===== config.mk =====
export PLATFORM = sky130hd
export DESIGN_NAME = button_debounce_push_toggle
export DESIGN_NICKNAME = d
export VERILOG_FILES = /design/src/bdpt_pkg.sv /design/src/bdpt_step.sv /design/src/button_debounce_push_toggle.sv
export SDC_FILE = /design/constraint.sdc
export NUM_CORES = 1
export LEC_CHECK = 0
export ABC_AREA = 1
export BUFFER_PORTS_ARGS = -buffer_cell sky130_fd_sc_hd__buf_4
export CORE_ASPECT_RATIO = 1.25
export CORE_MARGIN = 8
export CORE_UTILIZATION = 50
export DETAILED_ROUTE_END_ITERATION = 7
export PLACE_DENSITY = 0.73
export SLEW_MARGIN = 20
export SYNTH_ARGS = -nofsm -noshare
export SYNTH_HDL_FRONTEND = slang
export SYNTH_SLANG_ARGS = --single-unit

===== constraint.sdc =====
create_clock -name clk -period 4.7 [get_ports clk]
set_input_delay 0.94 -clock clk [delete_from_list [all_inputs] [get_ports clk]]
set_output_delay 0.94 -clock clk [all_outputs]
set_load 0.005 [all_outputs]

===== src/bdpt_pkg.sv =====
// ----------------------------------------------------------------------------
// bdpt_pkg
// shared types and constants for the push button debouncer with toggle
// ----------------------------------------------------------------------------
package bdpt_pkg;

    localparam int TimeW    = 16;
    localparam int ModeW    = 2;
    localparam int CfgDataW = 16;
    localparam int CfgIdxW  = 1;
    localparam int InDataW  = 24;
    localparam int OutDataW = 8;

    localparam logic [CfgIdxW-1:0] RegSettleDelay = 1'd0;
    localparam logic [CfgIdxW-1:0] RegButtonMode  = 1'd1;

    localparam logic [TimeW-1:0] SettleDelayReset = 16'd20;
    localparam logic [ModeW-1:0] ButtonModeReset  = 2'd0;

    typedef struct packed {
        logic [TimeW-1:0] settle_delay_ms;
        logic [ModeW-1:0] button_mode;
    } cfg_t;

    typedef struct packed {
        logic             last_level;
        logic [TimeW-1:0] window_start;
        logic             pressed_flag;
    } state_t;

    typedef struct packed {
        logic toggle_event;
        logic release_event;
        logic press_event;
        logic is_pressed;
    } result_t;

endpackage


===== src/bdpt_step.sv =====
// ----------------------------------------------------------------------------
// bdpt_step
// next-state and event logic for one poll item
// ----------------------------------------------------------------------------
module bdpt_step
(
    input  bdpt_pkg::cfg_t                 cfg,
    input  bdpt_pkg::state_t               state,
    input  logic                           pin_level,
    input  logic [bdpt_pkg::TimeW-1:0]     now_ms,
    output bdpt_pkg::state_t               state_next,
    output bdpt_pkg::result_t              result
);

    logic                       inverse;
    logic                       toggle;
    logic                       equal;
    logic                       active_old;
    logic                       active_new;
    logic                       window_open;
    logic [bdpt_pkg::TimeW-1:0] passed;
    logic                       reached;
    logic                       expired;
    logic                       act;
    logic                       settle;
    logic                       flag_next;

    always_comb
    begin
        inverse     = cfg.button_mode[0];
        toggle      = cfg.button_mode[1];
        equal       = (state.last_level == pin_level);
        active_old  = state.last_level ^ inverse;
        active_new  = pin_level ^ inverse;
        window_open = (state.window_start != '0);
        passed      = now_ms - state.window_start;
        reached     = (passed >= cfg.settle_delay_ms);
        expired     = (passed > cfg.settle_delay_ms);

        if (window_open && reached)
        begin
            act = 1'b1;
        end
        else if (active_old && equal && state.pressed_flag)
        begin
            act = 1'b0;
        end
        else if (!active_old && !equal)
        begin
            act = 1'b1;
        end
        else if (!toggle && state.pressed_flag && (!pin_level || inverse))
        begin
            act = 1'b1;
        end
        else
        begin
            act = 1'b0;
        end

        // a window opened by this poll cannot settle on the same poll
        settle = window_open && expired;

        state_next.last_level   = pin_level;
        state_next.window_start = state.window_start;
        state_next.pressed_flag = state.pressed_flag;

        if (act)
        begin
            flag_next = toggle ? state.pressed_flag : 1'b0;
            if (settle)
            begin
                if (active_new)
                begin
                    flag_next = toggle ? ~state.pressed_flag : 1'b1;
                end
                state_next.window_start = '0;
            end
            else if (!window_open && active_new)
            begin
                state_next.window_start = now_ms;
            end
            state_next.pressed_flag = flag_next;
        end
        else
        begin
            flag_next = state.pressed_flag;
        end

        result.is_pressed    = flag_next;
        result.press_event   = !state.pressed_flag && flag_next;
        result.release_event = state.pressed_flag && !flag_next;
        result.toggle_event  = state.pressed_flag != flag_next;
    end

endmodule


===== src/button_debounce_push_toggle.sv =====
// ----------------------------------------------------------------------------
// button_debounce_push_toggle
// push button debouncer with push and toggle modes
// ----------------------------------------------------------------------------
// Each poll item (raw pin level and a wrapping millisecond time) gives one
// result item with the debounced pressed flag and press, release and toggle
// pulses. One item is taken per clock cycle when not stalled; its result appears
// in the output register on the following cycle. A new item is taken in the same
// cycle the previous result is taken, so polls flow back to back; while a result
// is stalled in the output register the input is held off. The debounce state is
// updated in the cycle an item is taken, so the next item sees it at once.
module button_debounce_push_toggle
(
    input  logic                             clk,
    input  logic                             rst_n,
    input  logic                             cfg_wr_en,
    input  logic [bdpt_pkg::CfgIdxW-1:0]     cfg_index,
    input  logic [bdpt_pkg::CfgDataW-1:0]    cfg_data,
    input  logic                             s_tvalid,
    output logic                             s_tready,
    input  logic [bdpt_pkg::InDataW-1:0]     s_tdata,   // pin_level, now_ms, zero pad
    output logic                             m_tvalid,
    input  logic                             m_tready,
    output logic [bdpt_pkg::OutDataW-1:0]    m_tdata    // is_pressed, press_event,
                                                        // release_event, toggle_event, pad
);

    bdpt_pkg::cfg_t    cfg_reg;
    bdpt_pkg::state_t  state_reg;
    bdpt_pkg::state_t  state_next;
    bdpt_pkg::result_t result;
    bdpt_pkg::result_t out_data_reg;
    logic              out_valid_reg;
    logic              accept;

    assign s_tready = !out_valid_reg || m_tready;
    assign accept   = s_tvalid && s_tready;

    bdpt_step u_step
    (
        .cfg        (cfg_reg),
        .state      (state_reg),
        .pin_level  (s_tdata[0]),
        .now_ms     (s_tdata[bdpt_pkg::TimeW:1]),
        .state_next (state_next),
        .result     (result)
    );

    always_ff @(posedge clk or negedge rst_n)
    begin
        if (!rst_n)
        begin
            cfg_reg.settle_delay_ms <= bdpt_pkg::SettleDelayReset;
            cfg_reg.button_mode     <= bdpt_pkg::ButtonModeReset;
        end
        else if (cfg_wr_en)
        begin
            unique case (cfg_index)
                bdpt_pkg::RegSettleDelay: cfg_reg.settle_delay_ms <= cfg_data;
                bdpt_pkg::RegButtonMode:
                    cfg_reg.button_mode <= cfg_data[bdpt_pkg::ModeW-1:0];
                default: ;
            endcase
        end
    end

    always_ff @(posedge clk or negedge rst_n)
    begin
        if (!rst_n)
        begin
            state_reg     <= '0;
            out_valid_reg <= 1'b0;
        end
        else
        begin
            if (accept)
            begin
                state_reg     <= state_next;
                out_valid_reg <= 1'b1;
            end
            else if (m_tready)
            begin
                out_valid_reg <= 1'b0;
            end
        end
    end

    always_ff @(posedge clk)
    begin
        if (accept)
        begin
            out_data_reg <= result;
        end
    end

    assign m_tvalid = out_valid_reg;
    assign m_tdata  = {{(bdpt_pkg::OutDataW - $bits(bdpt_pkg::result_t)){1'b0}}, out_data_reg};

endmodule


# --- Word level (Yosys, flattened, before mapping) ---
# Index checks and enable logic that the tools add are counted.
classes:
  n_addsub: 1
  n_lt_le_gt_ge: 2
  n_eq_ne: 2
  muxes: 13
  bitwise: 4
  n_reduce_logical: 28
op_table:
  columns: ["op", "count"]
  rows:
  - ["$mux W16", 2]
  - ["$ge A16 B16 Y1", 1]
  - ["$gt A16 B16 Y1", 1]
  - ["$reduce_bool A16 Y1", 1]
  - ["$sub A16 B16 Y16", 1]
  - ["$logic_and A1 B1 Y1", 11]
  - ["$mux W1", 11]
  - ["$logic_not A1 Y1", 8]
  - ["$reduce_and A2 Y1", 3]
  - ["$reduce_bool A2 Y1", 2]
  - ["$reduce_and A3 Y1", 1]
  - ["$logic_or A1 B1 Y1", 2]
  - ["$not A1 Y1", 2]
  - ["$xor A1 B1 Y1", 2]
  - ["$eq A1 B1 Y1", 1]
  - ["$ne A1 B1 Y1", 1]
word_totals:
  register_bits: 41
  inputBits: 46

# --- Longest topological paths before layout ---
# Gate-level depths: netlist (run 1).
logic_depth:
  ltp_word: 10
  mapped_depth: 23
  mapped_depth_nobuf: 23

# --- Hierarchy ---
# A second synthesis (run 1) with hierarchy kept.
hier_totals:
  cells_unflattened: 454
  area_unflattened_um2: 3415.8
modules_own_cells:
  columns: ["module", "instances", "cells_each", "area_each_um2"]
  rows:
  - ["bdpt_step", 1, 284, 1759.2]
  - ["button_debounce_push_toggle", 1, 170, 1656.6]

# --- Worst setup path before layout (run 1) ---
# Ideal clock, no wire load.
synth_path:
  path_type: "input port to flip-flop"
  start: "in s_tdata[1] (netlist name)"
  end: "reg out_data_reg, in the netlist m_tdata[3], data pin"
  setup_ns: 0.249
  t_arrival_ns: 3.795
  required_time_ns: 4.451
  setup_slack_ns: 0.656
  stages: 22
  path_buffers: 0
  path_cell_list: "inv_1 -> ha_1 -> fa_1 -> o21ai_1 -> a21boi_0 -> o21ai_1 -> a21oi_1 -> xor2_1 -> ha_1 -> nand2_1 -> nor2_1 -> nand2_1 -> clkinv_1 -> nand2_1 -> nand2_1 -> nand3_2 -> nand2_1 -> nand2_1 -> nand2_1 -> o21ai_0 -> ha_1 -> inv_1"
synth_lines:
  columns: ["element", "line_no", "source"]
  rows:
  - ["start, declared", "button_debounce_push_toggle.sv:21", "input logic [bdpt_pkg::InDataW-1:0] s_tdata,"]
  - ["end signal, assigned", "button_debounce_push_toggle.sv:92", "out_data_reg <= result;"]
  - ["end, declared", "button_debounce_push_toggle.sv:32", "bdpt_pkg::result_t out_data_reg;"]

==> run metrics, run 1 <==
min cycle time layout around 4.1 ns; number of diodes 0; final setup vio count 0; Post-DP HPWL 5360 µm; Sequential Power Share 26.6%; distinct cell type count after synthesis 38; power consumption between 1.5 and 2 mW; CP Max Fanout 5; Mean Syn Cell Area 7.37 µm²; Synth Area in Simple Gates roughly a quarter; drt drc 0; # Post-CTS Setup Buffers 0; gp weighted congestion between 0.8 and 0.9; Clock power frac between 10 and 15%; Setup WS post-layout 0.560 ns; initial antenna violation count 0; maximum vdd ir drop around 0.28 mV; Seq/Total Area, Yosys 34.0%; Final ANT Viol Nets 0; CTS Hold Bufs 0; core footprint 6090 µm²; area of the multi-input gates 1680 µm²; WL final between 6000 and 7000 µm; largest family of logic cells by synthesized area simple AND/OR/NAND/NOR gates; HP Class reg -> reg; final std cells w/o fill 549; vias in the first global route 2,826; H-tree Lvls 2; Boundary Pins 56; max-slew violations 0; Starting Density between 50 and 60%; final hold vios 0; clk_skew 0.0100 ns; share of post-route cells with drive strength above 1 between 10% and 20%; pre-CTS setup slack 0.273 ns; Top FF cell, synth dfrtp_1; CTS-repair resized insts 0; worst slew pin tran 0.907 ns; Synth warnings 0; total number of vias 2,718; Setup CP Type in -> reg; Reg area approximately 1000 µm²; Synth Instances 418; number of CTS-inserted buffers 5; dpl cells about 540; CP arrival around 4.2 ns; switch share 47.3%; Cell Rows 32; P_int 0.998 mW; first-pass GRT wire length 11,700 µm; synthesis-stage register bit count between 40 and 50; Sw Pwr 0.897 mW; Hold WS 0.474 ns; status finished clean; WL per Instance around 12 µm; Synth area leaders dfrtp_1, ha_1, nand2_1; Max clock buf depth 2; largest net degree at the start of global routing 38; post-synth top area share 28.4%; DR pass1 iterations 6; GR Overflow Total 0; Setup TNS 0 ns; synthesis-to-layout area growth 15.3%; combinational power share 61.3%; TritonCTS clock tree built; mux cell area share after synthesis 0%; Worst Setup End Kind register; violation count after the first detailed-route iteration 94; root buffer cell clkbuf_8; nets 544; IO buf count 44; Mapped Area 3080 µm²; FILL cells 606; compound-cell area share of the yosys netlist between 10 and 15%; RSZ-0062 raised after global routing no; DIE AREA 8950 µm²; Power Density ~530 nW/µm²; GRT Total Usage 15.7%; maxcap violations 0; # clock sinks 41; Post-synth EDFFs 4; Req. time, crit path 4.77 ns; Clk pin slew, worst setup/hold paths 0.08 ns; commonest non-fill, non-tap cell in the layout nand2_1; FMAX 0.242 GHz; Avg Vias per Cell 4.95; commonest cells after routing, fill and taps aside nand2_1, inv_1, buf_4; leakage 2.02 nW; Rel. slew slack 39.4%; xor-xnor portion of the synthesized cell area 4.26%; Synth async-reset ratio 90.2%; fin crit share 88.1%; Critical Path Source Type input port; post-synthesis adder-cell area fraction 14.5%; die width 86.2 µm; cell accounting for the most synthesized area dfrtp_1; Clock Latency Late Sink 0.29 ns; Die Y around 100 µm
[metal layers]
layer	GRT usage (%)	wire [µm]	up-vias	part of all wire [%]
met3	3.24	291	11	4.4
met5	0	0	-	0
met4	5.68	147	0	2.2
met1	16.8	2710	1257	41
li1	-	-	1395	-
met2	29.2	3520	55	53
[Yosys cell counts (2+ instances only)]
cell type,number
o21ai_1,4
edfxtp_1,4
ha_1,34
nand4_1,5
dfrtp_1,35
nand2_2,2
buf_4,7
nor2_1,32
buf_1,2
a21o_1,2
o21ai_0,12
dfstp_2,2
inv_1,72
nand3_1,26
xor2_1,11
inv_2,3
a21oi_1,32
xnor2_1,4
nand2_1,110
[power groups by stage]
stage	logic [mW]	clock network (mW)	registers, mW
floorplan	0.900	0	0.501
finish	1.16	0.229	0.505
global placement	1.12	0	0.510
detailed placement	1.17	0	0.512
CTS	1.18	0.235	0.506
global route	1.35	0.248	0.516
[cells by family after synthesis]
kind of cell | after synthesis
flops | 41
compound gates | 56
fa+ha+maj | 35
buf+inv | 87
other cells | 1
xor+xnor | 15
simple gates | 183
[worst paths after layout]
path | start | endpoint | slack (ns) | cells after the start
min in group asynchronous | rst_n | cfg_reg[1] | 0.60 | 1
max reg2reg | state_reg[1] | m_tdata[3] | 0.88 | 20
min reg2reg | state_reg[15] | state_reg[15] | 0.47 | 2
max | s_tdata[1] | m_tdata[3] | 0.56 | 22
max in group asynchronous | rst_n | cfg_reg[4] | 3.75 | 1
min | state_reg[15] | state_reg[15] | 0.47 | 2
[critical path: stages]
cell      delay, ns
buf_4          0.09
inv_1          0.03
ha_1           0.22
fa_1           0.41
o21ai_1        0.27
a21boi_0       0.19
o21ai_1        0.23
a21oi_1        0.12
xor2_1         0.20
ha_1           0.28
nand2_1        0.07
nor2_1         0.04
nand2_1        0.10
clkinv_1       0.07
nand2_1        0.06
nand2_1        0.09
nand2_1        0.15
nand2_2        0.12
nand2_1        0.08
o21ai_0        0.12
ha_1           0.30
inv_1          0.03
[metrics by stage]
step | util (%) | cell area, µm²
floorplan | - | 3090
global placement | 57.0 | 3470
detailed placement | 57.0 | 3470
CTS | 58.4 | 3550
global route | 58.4 | 3550
finish | 58.4 | 3550
[layout make-up]
cell class | instances | area share (%)
Inverter | 76 | 8.03
Clock inverter | 2 | 0.282
Timing Repair Buffer | 46 | 9.72
Sequential cell | 41 | 29.5
Multi-Input combinational cell | 293 | 47.4
Clock buffer | 6 | 2.04
Tap cell | 85 | 2.99
No activity file was read; power rests on OpenSTA's default activity.
==> run 2, diff against run 1 <==
- clock period: 4.7 -> 4.2 ns (I/O delays scaled with it)
==> run metrics, run 2 (synthesis gave the netlist of run 1 again) <==
number of diodes 0 (unchanged); number of CTS-inserted buffers 5 (unchanged); GR Overflow Total 0 (unchanged); commonest cells after routing, fill and taps aside nand2_1, inv_1, buf_4; Die Y 104 µm (unchanged); final setup vio count 0 (unchanged); share of post-route cells with drive strength above 1 15.5% (+1.3 points); # clock sinks 41 (unchanged); Setup WS post-layout 0.327 ns (-0.233 ns); Clk pin slew, worst setup/hold paths 0.08 ns (about the same); final hold vios 0 (unchanged); DR pass1 iterations 4 (-2); DIE AREA 8950 µm² (unchanged); gp weighted congestion 0.878 (+0.39%); leakage 2.07 nW (+2.2%); Avg Vias per Cell 4.95 (about the same); status finished clean; Boundary Pins 56 (unchanged); pre-CTS setup slack -0.0348 ns (-0.308 ns); max-slew violations 0 (unchanged); Critical Path Source Type input port; fin crit share between 90 and 100%; total number of vias 2,754 (+1.3%); Power Density 622 nW/µm² (+17%); # Post-CTS Setup Buffers 0 (unchanged); TritonCTS clock tree built; largest net degree at the start of global routing 38 (unchanged); CP arrival 3.94 ns (-0.27 ns); RSZ-0062 raised after global routing no; Starting Density 50.6% (unchanged); Reg area 1050 µm² (unchanged); Post-DP HPWL 5510 µm (+2.8%); die width 86.2 µm (unchanged); FILL cells 593 (-2.1%); Clock Latency Late Sink 0.31 ns (+0.02 ns); nets 551 (+1.3%); area of the multi-input gates 1710 µm² (+1.7%); WL final 6970 µm (+4.5%); HP Class reg -> reg; FMAX 0.258 GHz; Final ANT Viol Nets 0 (unchanged); clk_skew 0.0151 ns (+0.00506 ns); IO buf count 44 (unchanged); first-pass GRT wire length 12,200 µm (+3.9%); core footprint 6090 µm² (unchanged); initial antenna violation count 0 (unchanged); Setup CP Type in -> reg; worst slew pin tran 0.906 ns (-0.000159 ns); maximum vdd ir drop 0.332 mV (+18%); root buffer cell clkbuf_8; GRT Total Usage 16.5% (+0.71 points); fin util 60.2% (+1.8 points); Worst Setup End Kind register; maxcap violations 0 (unchanged); WL per Instance 12.5 µm (+3.2%); Max clock buf depth 2 (unchanged); synthesis-to-layout area growth 18.8%; Hold WS 0.475 ns (+0.00123 ns); min cycle time layout 3.87 ns; CP Max Fanout 3 (-2); Rel. slew slack 39.4% (about the same); Cell Rows 32 (unchanged); commonest non-fill, non-tap cell in the layout nand2_1; drt drc 0 (unchanged); Req. time, crit path 4.27 ns (-0.50 ns); H-tree Lvls 2 (unchanged); vias in the first global route 2,870 (+1.6%); violation count after the first detailed-route iteration 124 (+32%)
## run 2: repair_timing
action	4_1_cts	5_1_grt
gates resized for setup	0	3
setup endpoints to repair	0	16
hold buffers	0	0
## run 2: stage by stage
| stage | power [mW] | TNS (ns) | instance area, µm² | instances |
|---|---|---|---|---|
| 2_1_floorplan | 1.57 | 0 | 3090 | 421 |
| 3_3_place_gp | 1.88 | 0 | 3530 | 547 |
| 3_5_place_dp | 1.94 | -0.298 | 3530 | 547 |
| 4_1_cts | 2.26 | 0 | 3630 | 555 |
| 5_1_grt | 2.52 | 0 | 3660 | 556 |
| 6_report | 2.28 | 0 | 3660 | 556 |
## run 2: worst max-delay path, stage by stage
cell and delay (ns):
buf_4 0.09, inv_1 0.03, ha_1 0.22, fa_1 0.41
o21ai_1 0.23, a21boi_0 0.16, o21ai_1 0.20, a21oi_1 0.11
xor2_1 0.16, ha_1 0.30, nand2_1 0.05, nor2_1 0.09
nand2_1 0.10, clkinv_1 0.07, nand2_1 0.05, nand2_1 0.10
nand3_2 0.09, nand2_1 0.07, nand2_1 0.08, nand2_1 0.06
o21ai_0 0.11, ha_1 0.29, inv_1 0.03
## run 2: layout make-up
class,instances,share of cell area (%)
multi-input combinational,294,46.8
clock inverter,2,0.922
tap,85,2.90
timing repair buffer,52,11.0
inverter,76,7.79
sequential,41,28.6
clock buffer,6,1.98
## run 2: path summary, 6_finish.rpt
check	start	to	slack [ns]	cells past startpoint
max in group asynchronous	rst_n	state_reg[5]	3.36	1
setup / recovery	s_tdata[1]	m_tdata[3]	0.33	23
setup reg to reg	state_reg[1]	m_tdata[3]	0.54	21
hold / removal	state_reg[14]	state_reg[14]	0.47	2
hold reg to reg	state_reg[14]	state_reg[14]	0.47	2
min in group asynchronous	rst_n	cfg_reg[0]	0.48	1
## run 2: per-layer routing
layer	vias up	global-route usage (%)	wire (µm)	part of all wire [%]
met5	-	0	0	0
met2	56	30.8	3650	52
met4	0	7.16	208	3.0
li1	1408	-	-	-
met1	1272	16.9	2840	41
met3	18	3.24	264	3.8
## run 2: power by group
part | leakage (nW) | internal [mW] | switching (mW)
Combinational | 1.53 | 0.544 | 0.847
Sequential | 0.485 | 0.512 | 0.0550
Clock | 0.0528 | 0.176 | 0.146
Total | 2.07 | 1.23 | 1.05
